**config.mk**
```make
export PLATFORM = sky130hd
export DESIGN_NAME = leaky_adpcm_nibble_decoder_unit
export DESIGN_NICKNAME = d
export VERILOG_FILES = /design/src/rtl/ladpcm_pkg.sv /design/src/rtl/ladpcm_front.sv /design/src/rtl/ladpcm_back.sv /design/src/rtl/leaky_adpcm_nibble_decoder_unit.sv
export VERILOG_INCLUDE_DIRS = /design/src /design/src/rtl
export SDC_FILE = /design/constraint.sdc
export NUM_CORES = 1
export LEC_CHECK = 0
export ABC_CLOCK_PERIOD_IN_PS = 10150
export CAP_MARGIN = 20
export CORE_MARGIN = 1
export CORE_UTILIZATION = 64
export CTS_BUF_LIST = sky130_fd_sc_hd__clkbuf_16
export DETAILED_ROUTE_END_ITERATION = 8
export DONT_BUFFER_PORTS = 1
export PLACE_DENSITY = 0.79
export SYNTH_ARGS = -nofsm -noshare
export SYNTH_HDL_FRONTEND = slang
export SYNTH_SLANG_ARGS = --single-unit
```
**constraint.sdc**
```tcl
create_clock -name clk -period 10.15 [get_ports clk]
set_input_delay 3.045 -clock clk [delete_from_list [all_inputs] [get_ports clk]]
set_output_delay 3.045 -clock clk [all_outputs]
set_load 0.01 [all_outputs]
```
**src/rtl/leaky_adpcm_nibble_decoder_unit_defines.svh**
```systemverilog
// ---------------------------------------------------------------------------
// leaky_adpcm_nibble_decoder_unit_defines
// assertion macros shared by the decoder modules
// ---------------------------------------------------------------------------
`ifndef LEAKY_ADPCM_NIBBLE_DECODER_UNIT_DEFINES_SVH
`define LEAKY_ADPCM_NIBBLE_DECODER_UNIT_DEFINES_SVH

// same-cycle implication, sampled on clk, off while rst_n is low
`define LADPCM_ASSERT_NOW(label, ante, cons, msg) \
    label: assert property (@(posedge clk) disable iff (!rst_n) (ante) |-> (cons)) \
        else $error(msg);

// next-cycle implication, sampled on clk, off while rst_n is low
`define LADPCM_ASSERT_NEXT(label, ante, cons, msg) \
    label: assert property (@(posedge clk) disable iff (!rst_n) (ante) |=> (cons)) \
        else $error(msg);

`endif

```
**src/rtl/ladpcm_pkg.sv**
```systemverilog
// ---------------------------------------------------------------------------
// ladpcm_pkg
// types, register indexes and step tables of the leaky adpcm decoder
// ---------------------------------------------------------------------------
`timescale 1ns / 1ps

package ladpcm_pkg;

    // configuration register indexes
    localparam logic [1:0] CFG_STEREO_MODE       = 2'd0;
    localparam logic [1:0] CFG_HIGH_NIBBLE_FIRST = 2'd1;
    localparam logic [1:0] CFG_START_HISTORY     = 2'd2;
    localparam logic [1:0] CFG_START_STEP        = 2'd3;

    localparam logic [14:0] STEP_MIN = 15'd127;
    localparam logic [14:0] STEP_MAX = 15'd24576;

    // input beat
    typedef struct packed {
        logic [7:0] data_byte;
        logic       restart;
    } in_beat_t;

    // output beat
    typedef struct packed {
        logic signed [15:0] pcm_sample;
        logic               channel_id;
        logic               last_of_pair;
    } out_beat_t;

    // configuration registers as seen by the datapath
    typedef struct packed {
        logic               stereo_mode;
        logic               high_nibble_first;
        logic signed [15:0] start_history;
        logic [14:0]        start_step;
    } cfg_t;

    // classified byte waiting for the decoder
    typedef struct packed {
        logic [3:0] first_code;
        logic [3:0] second_code;
        logic       second_ch;
        logic       restart;
    } job_t;

    // step scale factor over 256, by code magnitude
    function automatic logic [9:0] step_scale(input logic [2:0] mag);
        logic [9:0] s;
        case (mag)
            3'd4:    s = 10'd307;
            3'd5:    s = 10'd409;
            3'd6:    s = 10'd512;
            3'd7:    s = 10'd614;
            default: s = 10'd230;
        endcase
        return s;
    endfunction

    // step clamp to 127..24576
    function automatic logic [14:0] clamp_step(input logic [16:0] s);
        logic [14:0] r;
        if (s < {2'b00, STEP_MIN})
        begin
            r = STEP_MIN;
        end
        else if (s > {2'b00, STEP_MAX})
        begin
            r = STEP_MAX;
        end
        else
        begin
            r = s[14:0];
        end
        return r;
    endfunction

endpackage

```
**src/rtl/ladpcm_front.sv**
```systemverilog
// ---------------------------------------------------------------------------
// ladpcm_front
// accepts input beats, picks nibble order and channel, queues the jobs
// ---------------------------------------------------------------------------
`timescale 1ns / 1ps
`include "leaky_adpcm_nibble_decoder_unit_defines.svh"

module ladpcm_front #(
    parameter int DEPTH = 2
) (
    input  logic                clk,
    input  logic                rst_n,
    input  ladpcm_pkg::cfg_t     cfg,
    input  logic                in_valid,
    output logic                in_ready,
    input  ladpcm_pkg::in_beat_t in_data,
    output logic                job_valid,
    output ladpcm_pkg::job_t     job,
    input  logic                job_pop
);
    import ladpcm_pkg::*;

    localparam int PTR_W = (DEPTH > 1) ? $clog2(DEPTH) : 1;
    localparam int CNT_W = $clog2(DEPTH + 1);
    localparam logic [CNT_W-1:0] FULL_CNT = CNT_W'(DEPTH);
    localparam logic [PTR_W-1:0] LAST_PTR = PTR_W'(DEPTH - 1);

    job_t             queue_reg [DEPTH];
    logic [PTR_W-1:0] wr_ptr_reg, wr_ptr_next;
    logic [PTR_W-1:0] rd_ptr_reg, rd_ptr_next;
    logic [CNT_W-1:0] count_reg, count_next;
    job_t             job_new;
    logic             push;

    // classify the byte: nibble order and channel of the second sample
    always_comb
    begin
        if (cfg.high_nibble_first)
        begin
            job_new.first_code  = in_data.data_byte[7:4];
            job_new.second_code = in_data.data_byte[3:0];
        end
        else
        begin
            job_new.first_code  = in_data.data_byte[3:0];
            job_new.second_code = in_data.data_byte[7:4];
        end
        job_new.second_ch = cfg.stereo_mode;
        job_new.restart   = in_data.restart;
    end

    // handshake and queue bookkeeping
    assign in_ready  = (count_reg != FULL_CNT);
    assign push      = in_valid && in_ready;
    assign job_valid = (count_reg != '0);
    assign job       = queue_reg[rd_ptr_reg];

    always_comb
    begin
        wr_ptr_next = wr_ptr_reg;
        rd_ptr_next = rd_ptr_reg;
        if (push)
        begin
            wr_ptr_next = (wr_ptr_reg == LAST_PTR) ? '0 : wr_ptr_reg + 1'b1;
        end
        if (job_pop)
        begin
            rd_ptr_next = (rd_ptr_reg == LAST_PTR) ? '0 : rd_ptr_reg + 1'b1;
        end
        count_next = count_reg + CNT_W'(push) - CNT_W'(job_pop);
    end

    always_ff @(posedge clk or negedge rst_n)
    begin
        if (!rst_n)
        begin
            wr_ptr_reg <= '0;
            rd_ptr_reg <= '0;
            count_reg  <= '0;
        end
        else
        begin
            wr_ptr_reg <= wr_ptr_next;
            rd_ptr_reg <= rd_ptr_next;
            count_reg  <= count_next;
        end
    end

    // queue storage
    always_ff @(posedge clk)
    begin
        if (push)
        begin
            queue_reg[wr_ptr_reg] <= job_new;
        end
    end

    `LADPCM_ASSERT_NOW(a_pop_not_empty, job_pop, count_reg != '0, "pop from empty queue")
    `LADPCM_ASSERT_NEXT(a_count_up, push && !job_pop, count_reg == $past(count_reg) + 1'b1,
        "queue count did not follow a push")

endmodule

```
**src/rtl/ladpcm_back.sv**
```systemverilog
// ---------------------------------------------------------------------------
// ladpcm_back
// decodes a nibble a cycle unless stalled, with per-channel history and step
// ---------------------------------------------------------------------------
`timescale 1ns / 1ps
`include "leaky_adpcm_nibble_decoder_unit_defines.svh"

module ladpcm_back (
    input  logic                 clk,
    input  logic                 rst_n,
    input  ladpcm_pkg::cfg_t      cfg,
    input  logic                 job_valid,
    input  ladpcm_pkg::job_t      job,
    output logic                 job_pop,
    output logic                 out_valid,
    input  logic                 out_ready,
    output ladpcm_pkg::out_beat_t out_data
);
    import ladpcm_pkg::*;

    typedef enum logic [1:0] {
        PH_FIRST  = 2'b01,
        PH_SECOND = 2'b10
    } phase_t;

    phase_t             phase_reg, phase_next;
    logic signed [15:0] hist_reg [2];
    logic [14:0]        step_reg [2];
    logic               out_valid_reg, out_valid_next;
    out_beat_t          out_reg;

    logic               fire;
    logic               last;
    logic               ch;
    logic [3:0]         code;
    logic               use_start;
    logic [14:0]        start_step_c;
    logic signed [15:0] h_cur;
    logic [14:0]        s_cur;
    logic signed [24:0] h_ext;
    logic signed [24:0] prod;
    logic signed [24:0] decay_wide;
    logic signed [17:0] decay;
    logic [18:0]        mag_wide;
    logic signed [17:0] mag;
    logic signed [17:0] sum;
    logic signed [15:0] sample;
    logic [24:0]        step_wide;
    logic [14:0]        step_new;

    // which nibble of the current job is up
    always_comb
    begin
        case (phase_reg)
            PH_FIRST:
            begin
                last = 1'b0;
                code = job.first_code;
                ch   = 1'b0;
            end
            PH_SECOND:
            begin
                last = 1'b1;
                code = job.second_code;
                ch   = job.second_ch;
            end
            default:
            begin
                last = 1'b0;
                code = job.first_code;
                ch   = 1'b0;
            end
        endcase
    end

    // restart takes its values from the registers on the first nibble
    assign start_step_c = clamp_step({2'b00, cfg.start_step});
    assign use_start    = job.restart && !last;
    assign h_cur        = use_start ? cfg.start_history : hist_reg[ch];
    assign s_cur        = use_start ? start_step_c : step_reg[ch];

    // history decay by 254/256, truncating toward zero
    always_comb
    begin
        h_ext      = 25'(h_cur);
        prod       = (h_ext <<< 8) - (h_ext <<< 1);
        decay_wide = (prod + (prod[24] ? 25'sd255 : 25'sd0)) >>> 8;
        decay      = decay_wide[17:0];
    end

    // odd multiple of step/8, sign from code bit 3, then saturate
    always_comb
    begin
        mag_wide = 19'(s_cur) * 19'({code[2:0], 1'b1});
        mag      = $signed({2'b00, mag_wide[18:3]});
        sum      = code[3] ? (decay - mag) : (decay + mag);
        if (sum > 18'sd32767)
        begin
            sample = 16'sh7fff;
        end
        else if (sum < -18'sd32768)
        begin
            sample = 16'sh8000;
        end
        else
        begin
            sample = sum[15:0];
        end
    end

    // step adaptation
    always_comb
    begin
        step_wide = 25'(s_cur) * 25'(step_scale(code[2:0]));
        step_new  = clamp_step(step_wide[24:8]);
    end

    // output register doubles as the skid between decoder and consumer
    assign fire    = job_valid && (!out_valid_reg || out_ready);
    assign job_pop = fire && last;

    always_comb
    begin
        phase_next     = phase_reg;
        out_valid_next = out_valid_reg;
        if (out_ready)
        begin
            out_valid_next = 1'b0;
        end
        if (fire)
        begin
            out_valid_next = 1'b1;
            phase_next     = last ? PH_FIRST : PH_SECOND;
        end
    end

    always_ff @(posedge clk or negedge rst_n)
    begin
        if (!rst_n)
        begin
            phase_reg     <= PH_FIRST;
            out_valid_reg <= 1'b0;
            hist_reg[0]   <= '0;
            hist_reg[1]   <= '0;
            step_reg[0]   <= STEP_MIN;
            step_reg[1]   <= STEP_MIN;
        end
        else
        begin
            phase_reg     <= phase_next;
            out_valid_reg <= out_valid_next;
            if (fire)
            begin
                // restart also loads channel 1, decoded channel wins
                if (use_start)
                begin
                    hist_reg[1] <= cfg.start_history;
                    step_reg[1] <= start_step_c;
                end
                hist_reg[ch] <= sample;
                step_reg[ch] <= step_new;
            end
        end
    end

    // output payload
    always_ff @(posedge clk)
    begin
        if (fire)
        begin
            out_reg.pcm_sample   <= sample;
            out_reg.channel_id   <= ch;
            out_reg.last_of_pair <= last;
        end
    end

    assign out_valid = out_valid_reg;
    assign out_data  = out_reg;

    `LADPCM_ASSERT_NOW(a_second_has_job, phase_reg == PH_SECOND, job_valid,
        "second nibble pending without a queued job")
    `LADPCM_ASSERT_NOW(a_first_on_ch0, out_valid_reg && !out_reg.last_of_pair,
        !out_reg.channel_id, "first beat of a pair not on channel 0")
    `LADPCM_ASSERT_NOW(a_step_range, 1'b1,
        step_reg[0] >= STEP_MIN && step_reg[0] <= STEP_MAX &&
        step_reg[1] >= STEP_MIN && step_reg[1] <= STEP_MAX, "step left its range")

endmodule

```
**src/rtl/leaky_adpcm_nibble_decoder_unit.sv**
```systemverilog
// An accepted byte waits in the job queue; its two samples follow in order through the output
// register. Throughput: one output beat per cycle from the single nibble decode unit when the
// output is not stalled; the input side takes one byte per cycle until the job queue fills.
// Reset: registers go to mono, low nibble first, start history 0, start step 127;
// both channels to history 0 and step 127; queue and output empty.
// ---------------------------------------------------------------------------
// leaky_adpcm_nibble_decoder_unit
// top level: configuration registers, front classifier/queue, back decoder
// ---------------------------------------------------------------------------
`timescale 1ns / 1ps

module leaky_adpcm_nibble_decoder_unit #(
    parameter int QUEUE_DEPTH = 2
) (
    input  logic                  clk,
    input  logic                  rst_n,
    input  logic                  cfg_we,
    input  logic [1:0]            cfg_index,
    input  logic [15:0]           cfg_data,
    input  logic                  in_valid,
    output logic                  in_ready,
    input  ladpcm_pkg::in_beat_t  in_data,
    output logic                  out_valid,
    input  logic                  out_ready,
    output ladpcm_pkg::out_beat_t out_data
);
    import ladpcm_pkg::*;

    cfg_t cfg_reg, cfg_next;
    logic job_valid;
    job_t job;
    logic job_pop;

    // configuration register writes
    always_comb
    begin
        cfg_next = cfg_reg;
        if (cfg_we)
        begin
            case (cfg_index)
                CFG_STEREO_MODE:       cfg_next.stereo_mode       = cfg_data[0];
                CFG_HIGH_NIBBLE_FIRST: cfg_next.high_nibble_first = cfg_data[0];
                CFG_START_HISTORY:     cfg_next.start_history     = cfg_data;
                CFG_START_STEP:        cfg_next.start_step        = cfg_data[14:0];
                default:               cfg_next = cfg_reg;
            endcase
        end
    end

    always_ff @(posedge clk or negedge rst_n)
    begin
        if (!rst_n)
        begin
            cfg_reg.stereo_mode       <= 1'b0;
            cfg_reg.high_nibble_first <= 1'b0;
            cfg_reg.start_history     <= '0;
            cfg_reg.start_step        <= STEP_MIN;
        end
        else
        begin
            cfg_reg <= cfg_next;
        end
    end

    // front: accept and classify
    ladpcm_front #(
        .DEPTH (QUEUE_DEPTH)
    ) u_front (
        .clk       (clk),
        .rst_n     (rst_n),
        .cfg       (cfg_reg),
        .in_valid  (in_valid),
        .in_ready  (in_ready),
        .in_data   (in_data),
        .job_valid (job_valid),
        .job       (job),
        .job_pop   (job_pop)
    );

    // back: nibble decode and output beat
    ladpcm_back u_back (
        .clk       (clk),
        .rst_n     (rst_n),
        .cfg       (cfg_reg),
        .job_valid (job_valid),
        .job       (job),
        .job_pop   (job_pop),
        .out_valid (out_valid),
        .out_ready (out_ready),
        .out_data  (out_data)
    );

endmodule

```
==> metrics.txt, run 1 <==
initial antenna violation count=0; Worst Tran Pin Value=a little over 0.9 ns; Finished Layout Cells=1985; critical path depth=36; critical path capture point type=flop; number of I/O port buffers=0; crit-path leading delay family=compound AO/OA/AOI/OAI gates; CP max stage cell=dfrtp_2; total track usage=35.8%; Synth Area per Inst=9.07 µm²; reg2reg start=u_front.rd_ptr_reg$_DFFE_PN0P_; total congestion overflow=0; DIE AREA=24200 µm²; M1 WL=16400 µm; H-tree levels=4; DR vias/cell=between 6 and 7; Placed Area=15400 µm²; post-synth top area share=between 15 and 20%; wire length on met3=2950 µm; largest net degree at the start of global routing=roughly 100; Num CTS Buffers=17; #FFs+latches synth=140; Bufs on Longest Clock Path=2; crit share post-route=93.3%; antenna viol nets, final=0; DRT iter0 DRCs=1272; worst setup path startpoint=u_front.rd_ptr_reg$_DFFE_PN0P_; CP max FO=18; Hold Path Class=flop to flop; max reg flops=33; Die Y=156 µm; Post-CTS Hold Fix Bufs=0; Final nets=1940; die width=156 µm; Post-Syn Area=15100 µm²; commonest cells after routing, fill and taps aside=inv_1 (187), nand2_1 (184), nor2_1 (167); crit path capture=u_back.hist_reg[29]$_DFFE_PN0P_; Post-route DRC=0; Worst EP required=10.48 ns; commonest non-fill, non-tap cell in the layout=inv_1; Worst Path Buf+Inv=4; sequential area share after synthesis=24.7%; Reg2Reg Depth=36; Clock transition at path regs=0.06 ns; Layout area overhead=6.78%; final slew viol count=0; post-synth cell types=82; status=finished clean; vias in the first global route=12600; Net Count, Synth=between 1500 and 2000; Yosys warning total=0; max-cap violation count=0; Crit Path Category=flop to flop; Min Hold Slack=0.478 ns; WL/cell=20.7 µm; initial core utilization=66.1%; # setup viols final=0; # fillers=1756; cell taking the most area after synthesis=fa_1; cell count after synthesis=1664; share of flip-flops with an asynchronous set or reset=72.9%; Synth area leaders=fa_1 (17%), dfrtp_1 (13%), ha_1 (10%), edfxtp_1 (7.6%), inv_1 (4.6%); fmax=106 MHz; clock skew=slightly below 0.01 ns; clock sink total=140; via count=around 13000; post-layout min period=9.47 ns; Primary FF master, synth=dfrtp_1; Final TNS setup=0 ns; Detailed Routing Iterations Pass 1=8; Final Hold Viols=0; routed wl met2=19400 µm; CP Data Arrival Time=9.80 ns; FF-to-FF End=u_back.hist_reg[29]$_DFFE_PN0P_; CTS tree=yes; R2R setup slack=0.68 ns; IO Pins=52; worst rel slew slack=39.3%; startpoint types=flop; highest metal used=met4; share of layout cells above drive strength 1=10.8%; number of flops mapped to enable cells by yosys=38; Cell Rows=55; DP Wirelength=32600 µm; Core Area=roughly 23000 µm²; DP Cell Count=around 1900; Root Buffer=clkbuf_16; max incr delay on CP=approximately 0.55 ns; n_diodes=0; Worst-Skew Late Latency=0.42 ns; global-route wire length before repair=66200 µm; RD Place Congestion=0.985; post-route cell area=16100 µm²; final wirelength=41000 µm
## cells in the mapped netlist, types with 8 or more instances
cell and number:
o211ai_1 13, nor2b_1 11, edfxtp_1 38, ha_1 121
nand2b_1 20, nand3_1 32, xnor2_1 49, nor3_1 28
nand4_1 14, inv_1 186, mux2i_1 28, nor2_1 169
fa_1 128, or2_2 9, clkbuf_1 40, a21oi_1 81
a22oi_1 12, and3_1 14, nand2_1 184, o21ai_0 55
o21ai_1 16, o21a_1 18, xor2_1 37, dfrtp_1 80
and2_1 8, mux2_2 44, dfstp_2 22, a31oi_1 41
a21o_1 21, o31ai_1 9
## per-layer routing
metal / GRT usage [%] / up-vias
met5: 0 / -
met4: 18.7 / 0
met3: 6.86 / 129
met2: 59.0 / 558
met1: 45.0 / 6131
li1: - / 5736
## timing repair
action	CTS	global route
pin swaps	0	0
gates cloned	0	0
endpoints found under the hold margin	0	0
setup endpoints to repair	1	48
buffers inserted	0	5
gates resized for setup	1	8
## worst register-to-register path, delay by kind of cell (launching register included)
kind	cells	cell delay, ns
AND/OR/NAND/NOR	11	1.91
buffers and inverters	4	0.98
XOR/XNOR	3	0.70
adder cells (fa/ha/maj)	3	0.90
multiplexers	2	0.57
flip-flops	1	0.55
AO/OA/AOI/OAI	13	3.74
## cell families (layout without fill, tap and decap cells)
| family | after synthesis | count (layout) | synth area share (%) |
|---|---|---|---|
| AOI/OAI and AO/OA | 340 | 340 | 15.1 |
| xor gates and xnor gates | 86 | 86 | 4.99 |
| adders and majority gates | 249 | 249 | 27.0 |
| buffers and inverters | 244 | 252 | 6.37 |
| DFF | 140 | 140 | 24.7 |
| muxes | 76 | 76 | 5.69 |
| and+or+nand+nor | 529 | 529 | 16.2 |
## through the flow
stage,setup WS [ns],util [%]
2_1_floorplan,1.43,-
3_3_place_gp,0.530,67.5
3_5_place_dp,0.181,67.5
4_1_cts,0.128,70.1
5_1_grt,-0.0216,70.5
6_report,0.679,70.5
## layout make-up
cell class,instances,area (µm²),area share [%]
Timing Repair Buffer,30,245,1.52
Tap cell,313,392,2.43
Sequential cell,140,3720,23.1
Clock buffer,17,425,2.64
Multi-Input combinational cell,1280,10400,64.8
Inverter,190,721,4.47
Clock inverter,15,161,1.00
## how the worst min path moves through the flow
stage | to | start | slack (ns) | cells after the start
global placement | u_back.hist_reg[31]$_DFFE_PN0P_ | u_back.hist_reg[31]$_DFFE_PN0P_ | 0.47 | 2
detailed placement | u_front.queue_reg[1][1]$_DFFE_PP_ | cfg_reg[32]$_DFFE_PN0P_ | 0.48 | 0
global route | u_front.queue_reg[1][1]$_DFFE_PP_ | cfg_reg[32]$_DFFE_PN0P_ | 0.50 | 0
CTS | u_front.queue_reg[0][1]$_DFFE_PP_ | cfg_reg[32]$_DFFE_PN0P_ | 0.49 | 0
floorplan | u_front.queue_reg[0][1]$_DFFE_PP_ | cfg_reg[32]$_DFFE_PN0P_ | 0.44 | 0
finish | u_front.queue_reg[0][1]$_DFFE_PP_ | cfg_reg[32]$_DFFE_PN0P_ | 0.48 | 0
Power of run 1 is left out: the tool's default activity adds up to more than one toggle a clock period on the data nets, which glitch-free logic cannot reach.
==> inputs of run 2 (changes only) <==
--- a/config.mk
+++ b/config.mk
@@ -15,2 +15,3 @@
 export DONT_BUFFER_PORTS = 1
+export GPL_TIMING_DRIVEN = 0
 export PLACE_DENSITY = 0.79
==> constraint.sdc (replaced) <==
create_clock -name clk -period 10.15 [get_ports clk]
set_input_delay 0.5075 -clock clk [delete_from_list [all_inputs] [get_ports clk]]
set_output_delay 0.5075 -clock clk [all_outputs]
set_load 0.01 [all_outputs]
==> run 2 against run 1 <==
Net effect: sequential share of layout area down 0.23 points; non-clock buffer count up 28; critical path depth up 3; the run now ends with hold timing left; first-iteration DRC count about the same; fmax down 1.9%.
==> metrics.txt, run 2 (synthesis gave the netlist of run 1 again) <==
Worst-Skew Late Latency=0.43 ns (about the same); post-layout min period=9.66 ns (+0.184 ns); final wirelength=41300 µm (+0.83%); largest net degree at the start of global routing=103 (unchanged); CP max FO=10 (-8); crit-path leading delay family=compound AO/OA/AOI/OAI gates; initial antenna violation count=0 (unchanged); failing checks=hold timing; Num CTS Buffers=17 (unchanged); die width=156 µm (unchanged); Crit Path Category=flop to flop; max incr delay on CP=0.45 ns (-0.10 ns); CTS tree=yes; Final nets=1968 (+1.4%); DP Cell Count=1977 (+1.6%); critical path capture point type=flop; IO Pins=52 (unchanged); n_diodes=0 (unchanged); number of I/O port buffers=0 (unchanged); fmax=104 MHz (-1.9%); status=finished, violations left; H-tree levels=4 (unchanged); commonest non-fill, non-tap cell in the layout=inv_1; Bufs on Longest Clock Path=2 (unchanged); Worst Path Buf+Inv=9 (+5); Core Area=22800 µm² (unchanged); # setup viols final=0 (unchanged); max reg flops=33 (unchanged); DRT iter0 DRCs=1273 (+0.079%); worst rel slew slack=33.1% (-6.2 points); via count=12598 (+0.35%); Post-route DRC=0 (unchanged); startpoint types=flop; Root Buffer=clkbuf_16; clock skew=0.0142 ns (+0.00458 ns); CP max stage cell=a2111oi_2; Layout area overhead=7.80%; Worst Tran Pin Value=1.00 ns (+0.0961 ns); Hold Path Class=input pin to asynchronous set/reset pin; Final Hold Viols=9 (+9); Worst EP required=10.49 ns (about the same); commonest cells after routing, fill and taps aside=inv_1 (186), nand2_1 (184), nor2_1 (166); vias in the first global route=12386 (-1.7%); Cell Rows=55 (unchanged); DIE AREA=24200 µm² (unchanged); Detailed Routing Iterations Pass 1=6 (-2); Finished Layout Cells=2013 (+1.4%); RD Place Congestion=0.947 (-3.9%); Min Hold Slack=-0.0360 ns (-0.514 ns); final slew viol count=0 (unchanged); max-cap violation count=0 (unchanged); global-route wire length before repair=66500 µm (+0.47%); share of layout cells above drive strength 1=11.1% (+0.29 points); total track usage=35.9% (+0.14 points); antenna viol nets, final=0 (unchanged); crit share post-route=95.1% (+1.8 points); # fillers=1762 (+0.34%); clock sink total=140 (unchanged); WL/cell=20.5 µm (-0.58%); total congestion overflow=0 (unchanged); Core Util, Final=71.2% (+0.67 points); CP Data Arrival Time=10.00 ns (+0.20 ns); initial core utilization=66.1% (unchanged); Clock transition at path regs=0.07 ns (about the same); Die Y=156 µm (unchanged); DR vias/cell=6.26 (-1.0%); DP Wirelength=33300 µm (+2.2%)
[run 2: through the flow]
step | setup WS [ns] | cell area, µm² | hold slack (ns) | setup TNS [ns]
detailed placement | -1.22 | 15500 | 0.213 | -52.51
global placement | -1.04 | 15500 | 0.213 | -44.59
finish | 0.495 | 16300 | -0.0360 | 0
global route | -0.00605 | 16300 | 0.0115 | -0.00605
floorplan | 1.43 | 15100 | 0.212 | 0
CTS | 0.00414 | 16200 | 0.0204 | 0
[run 2: what timing repair did]
action / CTS / global route
hold buffers: 1 / 0
pin swaps: 2 / 1
setup buffers: 3 / 1
gates cloned: 0 / 0
endpoints found under the setup margin: 48 / 68
gates resized for setup: 11 / 31
endpoints found under the hold margin: 102 / 0
[run 2: worst register-to-register path, delay by kind of cell (launching register included)]
kind            cells  cell delay [ns]
compound gates     11             2.67
simple gates       12             2.57
flops               1             0.44
xor+xnor            1             0.18
buf+inv             9             1.85
mux                 3             1.03
fa+ha+maj           3             0.81
[run 2: area by class of cell]
type / count / area, µm² / share of cell area [%]
Multi-Input combinational cell: 1280 / 10500 / 64.7
Sequential cell: 140 / 3720 / 22.9
Inverter: 190 / 721 / 4.43
Clock buffer: 17 / 425 / 2.61
Tap cell: 313 / 392 / 2.41
Buffer: 53 / 253 / 1.55
Clock inverter: 15 / 168 / 1.03
Timing Repair Buffer: 5 / 57.6 / 0.354
[run 2: worst paths after layout]
check	start	to	slack, ns	cells after the start
min in group clk	in_data[0]	u_front.queue_reg[1][0]$_DFFE_PP_	0.17	0
min reg2reg	u_back.step_reg[24]$_DFFE_PN0P_	u_back.step_reg[24]$_DFFE_PN0P_	0.49	2
max	u_front.rd_ptr_reg$_DFFE_PN0P_	u_back.hist_reg[14]$_DFFE_PN0P_	0.49	39
max in group asynchronous	rst_n	cfg_reg[2]$_DFFE_PN1P_	9.72	1
min	rst_n	u_front.wr_ptr_reg$_DFFE_PN0P_	-0.04	1
max reg2reg	u_front.rd_ptr_reg$_DFFE_PN0P_	u_back.hist_reg[14]$_DFFE_PN0P_	0.49	39
[run 2: metal layers]
layer  part of all wire, %  global-route usage [%]
met4                   3.9                    13.3
met2                    47                    58.4
met5                     0                       0
met3                   8.4                    6.69
met1                    41                    48.2
Power of run 2 is left out for the same reason.
==> inputs of run 3 (changes only) <==
Settings changed: CELL_PAD_IN_SITES_DETAIL_PLACEMENT set to 1, CELL_PAD_IN_SITES_GLOBAL_PLACEMENT set to 2, CORE_UTILIZATION 64 to 43, PLACE_DENSITY 0.79 to 0.82, SYNTH_HIERARCHICAL set to 1.
==> run 3 against run 2 <==
Net effect: first-iteration DRC count shrank 45%; synthesized area up 3.3%; largest cell class unchanged; the flow finishes with violations (DRC, hold timing); cell area rose by 4.3%.
==> metrics.txt, run 3 <==
status=finished, violations left; failing checks=DRC, hold timing; n_diodes=0 (unchanged); total congestion overflow=0 (unchanged); Primary FF master, synth=dfrtp_1; Worst EP required=10.49 ns (about the same); vias in the first global route=13504 (+9.0%); Worst-Skew Late Latency=0.43 ns (about the same); commonest non-fill, non-tap cell in the layout=nor2_1; CTS tree=yes; Synth area leaders=fa_1 (16%), dfrtp_1 (13%), ha_1 (9.6%), edfxtp_1 (7.3%), nor2_1 (4.3%); # setup viols final=0 (unchanged); Root Buffer=clkbuf_16; cell count after synthesis=1679 (+0.90%); Net Count, Synth=1959 (+0.72%); CP most frequent cell=a21oi_1; commonest cells in the netlist=nor2_1 (177), inv_1 (171), nand2_1 (152); Final Hold Viols=5 (-4); antenna viol nets, final=0 (unchanged); Crit Path Category=flop to flop; Hold Path Class=input pin to asynchronous set/reset pin; max reg flops=33 (unchanged); max-cap violation count=0 (unchanged); number of I/O port buffers=0 (unchanged); via count=12635 (+0.29%); Core Util, Final=47.6% (-24 points); post-synth top area share=16.4% (-0.54 points); initial antenna violation count=0 (unchanged); Post-Syn Area=15600 µm² (+3.3%); Detailed Routing Iterations Pass 1=7 (+1); CP max FO=10 (unchanged); DRT iter0 DRCs=700 (-45%); global-route wire length before repair=76700 µm (+15%); die width=192 µm (+24%); DR vias/cell=5.80 (-7.3%); largest net degree at the start of global routing=103 (unchanged); Num CTS Buffers=17 (unchanged); number of flops mapped to enable cells by yosys=38 (unchanged); share of flip-flops with an asynchronous set or reset=72.9% (unchanged); total track usage=27.4% (-8.6 points); RSZ-0062 raised after global routing=no; Yosys warning total=6 (+6); commonest cells after routing, fill and taps aside=nor2_1 (176), inv_1 (171), nand2_1 (152); WL/cell=22.2 µm (+8.3%); share of layout cells above drive strength 1=13.3% (+2.2 points); post-layout min period=9.64 ns (-0.0142 ns); Worst Tran Pin Value=1.05 ns (+0.0481 ns); critical path capture point type=flop; startpoint types=flop; IO Pins=52 (unchanged); CP max stage cell=a311o_4; Min Hold Slack=-0.00287 ns (+0.0331 ns); most numerous cell in the Yosys netlist=nor2_1; clock skew=0.0147 ns (+0.000526 ns); clock sink total=140 (unchanged); Synth Area per Inst=9.28 µm² (+2.4%); final wirelength=48500 µm (+17%); worst rel slew slack=29.8% (-3.3 points); Cell Rows=69 (+25%); Post-route DRC=2 (+2); DP Wirelength=39800 µm (+19%); Final nets=1985 (+0.86%); max incr delay on CP=0.46 ns (about the same); fmax=104 MHz (+0.15%); crit share post-route=95.0% (-0.14 points); final slew viol count=0 (unchanged); RD Place Congestion=0.881 (-7.0%); #FFs+latches synth=140 (unchanged); Bufs on Longest Clock Path=2 (unchanged); initial core utilization=43.7% (-22 points); Die Y=192 µm (+24%); Layout area overhead=8.85%; sequential area share after synthesis=23.9% (-0.78 points); H-tree levels=4 (unchanged); DIE AREA=37000 µm² (+53%); CP Data Arrival Time=9.98 ns (-0.02 ns); cell taking the most area after synthesis=fa_1; Clock transition at path regs=0.07 ns (about the same); Core Area=35700 µm² (+56%); post-synth cell types=103 (+26%)
-- run 3: final timing paths --
kind                                            startpoint                                end  slack, ns  cells past startpoint
max in group asynchronous                            rst_n    u_back/step_reg[19]$_DFFE_PN1P_       9.71                      1
hold reg to reg            u_back/step_reg[18]$_DFFE_PN1P_    u_back/step_reg[18]$_DFFE_PN1P_       0.48                      2
min in group clk                                in_data[0]  u_front/queue_reg[1][0]$_DFFE_PP_       0.18                      0
hold / removal                                       rst_n            cfg_reg[22]$_DFFE_PN0P_     -0.003                      1
setup reg to reg            u_front/rd_ptr_reg$_DFFE_PN0P_    u_back/hist_reg[21]$_DFFE_PN0P_       0.51                     44
setup / recovery            u_front/rd_ptr_reg$_DFFE_PN0P_    u_back/hist_reg[21]$_DFFE_PN0P_       0.51                     44
-- run 3: cell type report --
cell class | instances | area (µm²)
Buffer | 63 | 318
Clock buffer | 17 | 425
Clock inverter | 15 | 143
Fill cell | 4102 | 18700
Inverter | 173 | 652
Multi-Input combinational cell | 1300 | 11000
Sequential cell | 140 | 3720
Tap cell | 461 | 577
Timing Repair Buffer | 10 | 90.1
-- run 3: repair_timing --
item | in CTS | in global routing
endpoints found under the setup margin | 48 | 71
pin swaps | 1 | 2
gates resized for setup | 19 | 20
hold buffers | 1 | 0
buffers inserted | 4 | 2
hold endpoints to repair | 102 | 0
gates cloned | 0 | 0
-- run 3: critical path, delay by kind of cell, from the launching register on --
| family | cells | cell delay (ns) |
|---|---|---|
| buffers and inverters | 8 | 1.63 |
| adder cells (fa/ha/maj) | 3 | 0.93 |
| XOR/XNOR | 1 | 0.11 |
| multiplexers | 1 | 0.35 |
| AO/OA/AOI/OAI | 22 | 4.29 |
| AND/OR/NAND/NOR | 9 | 1.83 |
| flip-flops | 1 | 0.36 |
-- run 3: cells by family after synthesis --
family,count (synthesis),share of synthesized area [%]
multiplexers,72,5.39
AND/OR/NAND/NOR,517,16.2
AO/OA/AOI/OAI,369,16.9
buffers and inverters,239,6.14
XOR/XNOR,94,5.47
flip-flops,140,23.9
adder cells (fa/ha/maj),248,26.1
-- run 3: metrics by stage --
stage                     cell area [µm²]  TNS (ns)  instances  hold slack [ns]  setup slack [ns]
after detailed placement            16200    -77.14       2143            0.214             -1.74
after floorplan                     15600         0       1679            0.212              1.25
after global placement              16200    -63.95       2140            0.214             -1.46
after global routing                17000         0       2179           0.0401            0.0197
after CTS                           16900         0       2180           0.0293           0.00226
final                               17000         0       2179         -0.00287             0.509
-- run 3: layer usage --
metal  GRT usage (%)  part of all wire [%]  vias up
met1            38.8                    47     6458
met3            4.75                   5.1       46
li1                -                     -     5883
met2            43.4                    46      248
met5               0                     0        -
met4            6.27                   1.5        0
Power of run 3 is left out for the same reason.
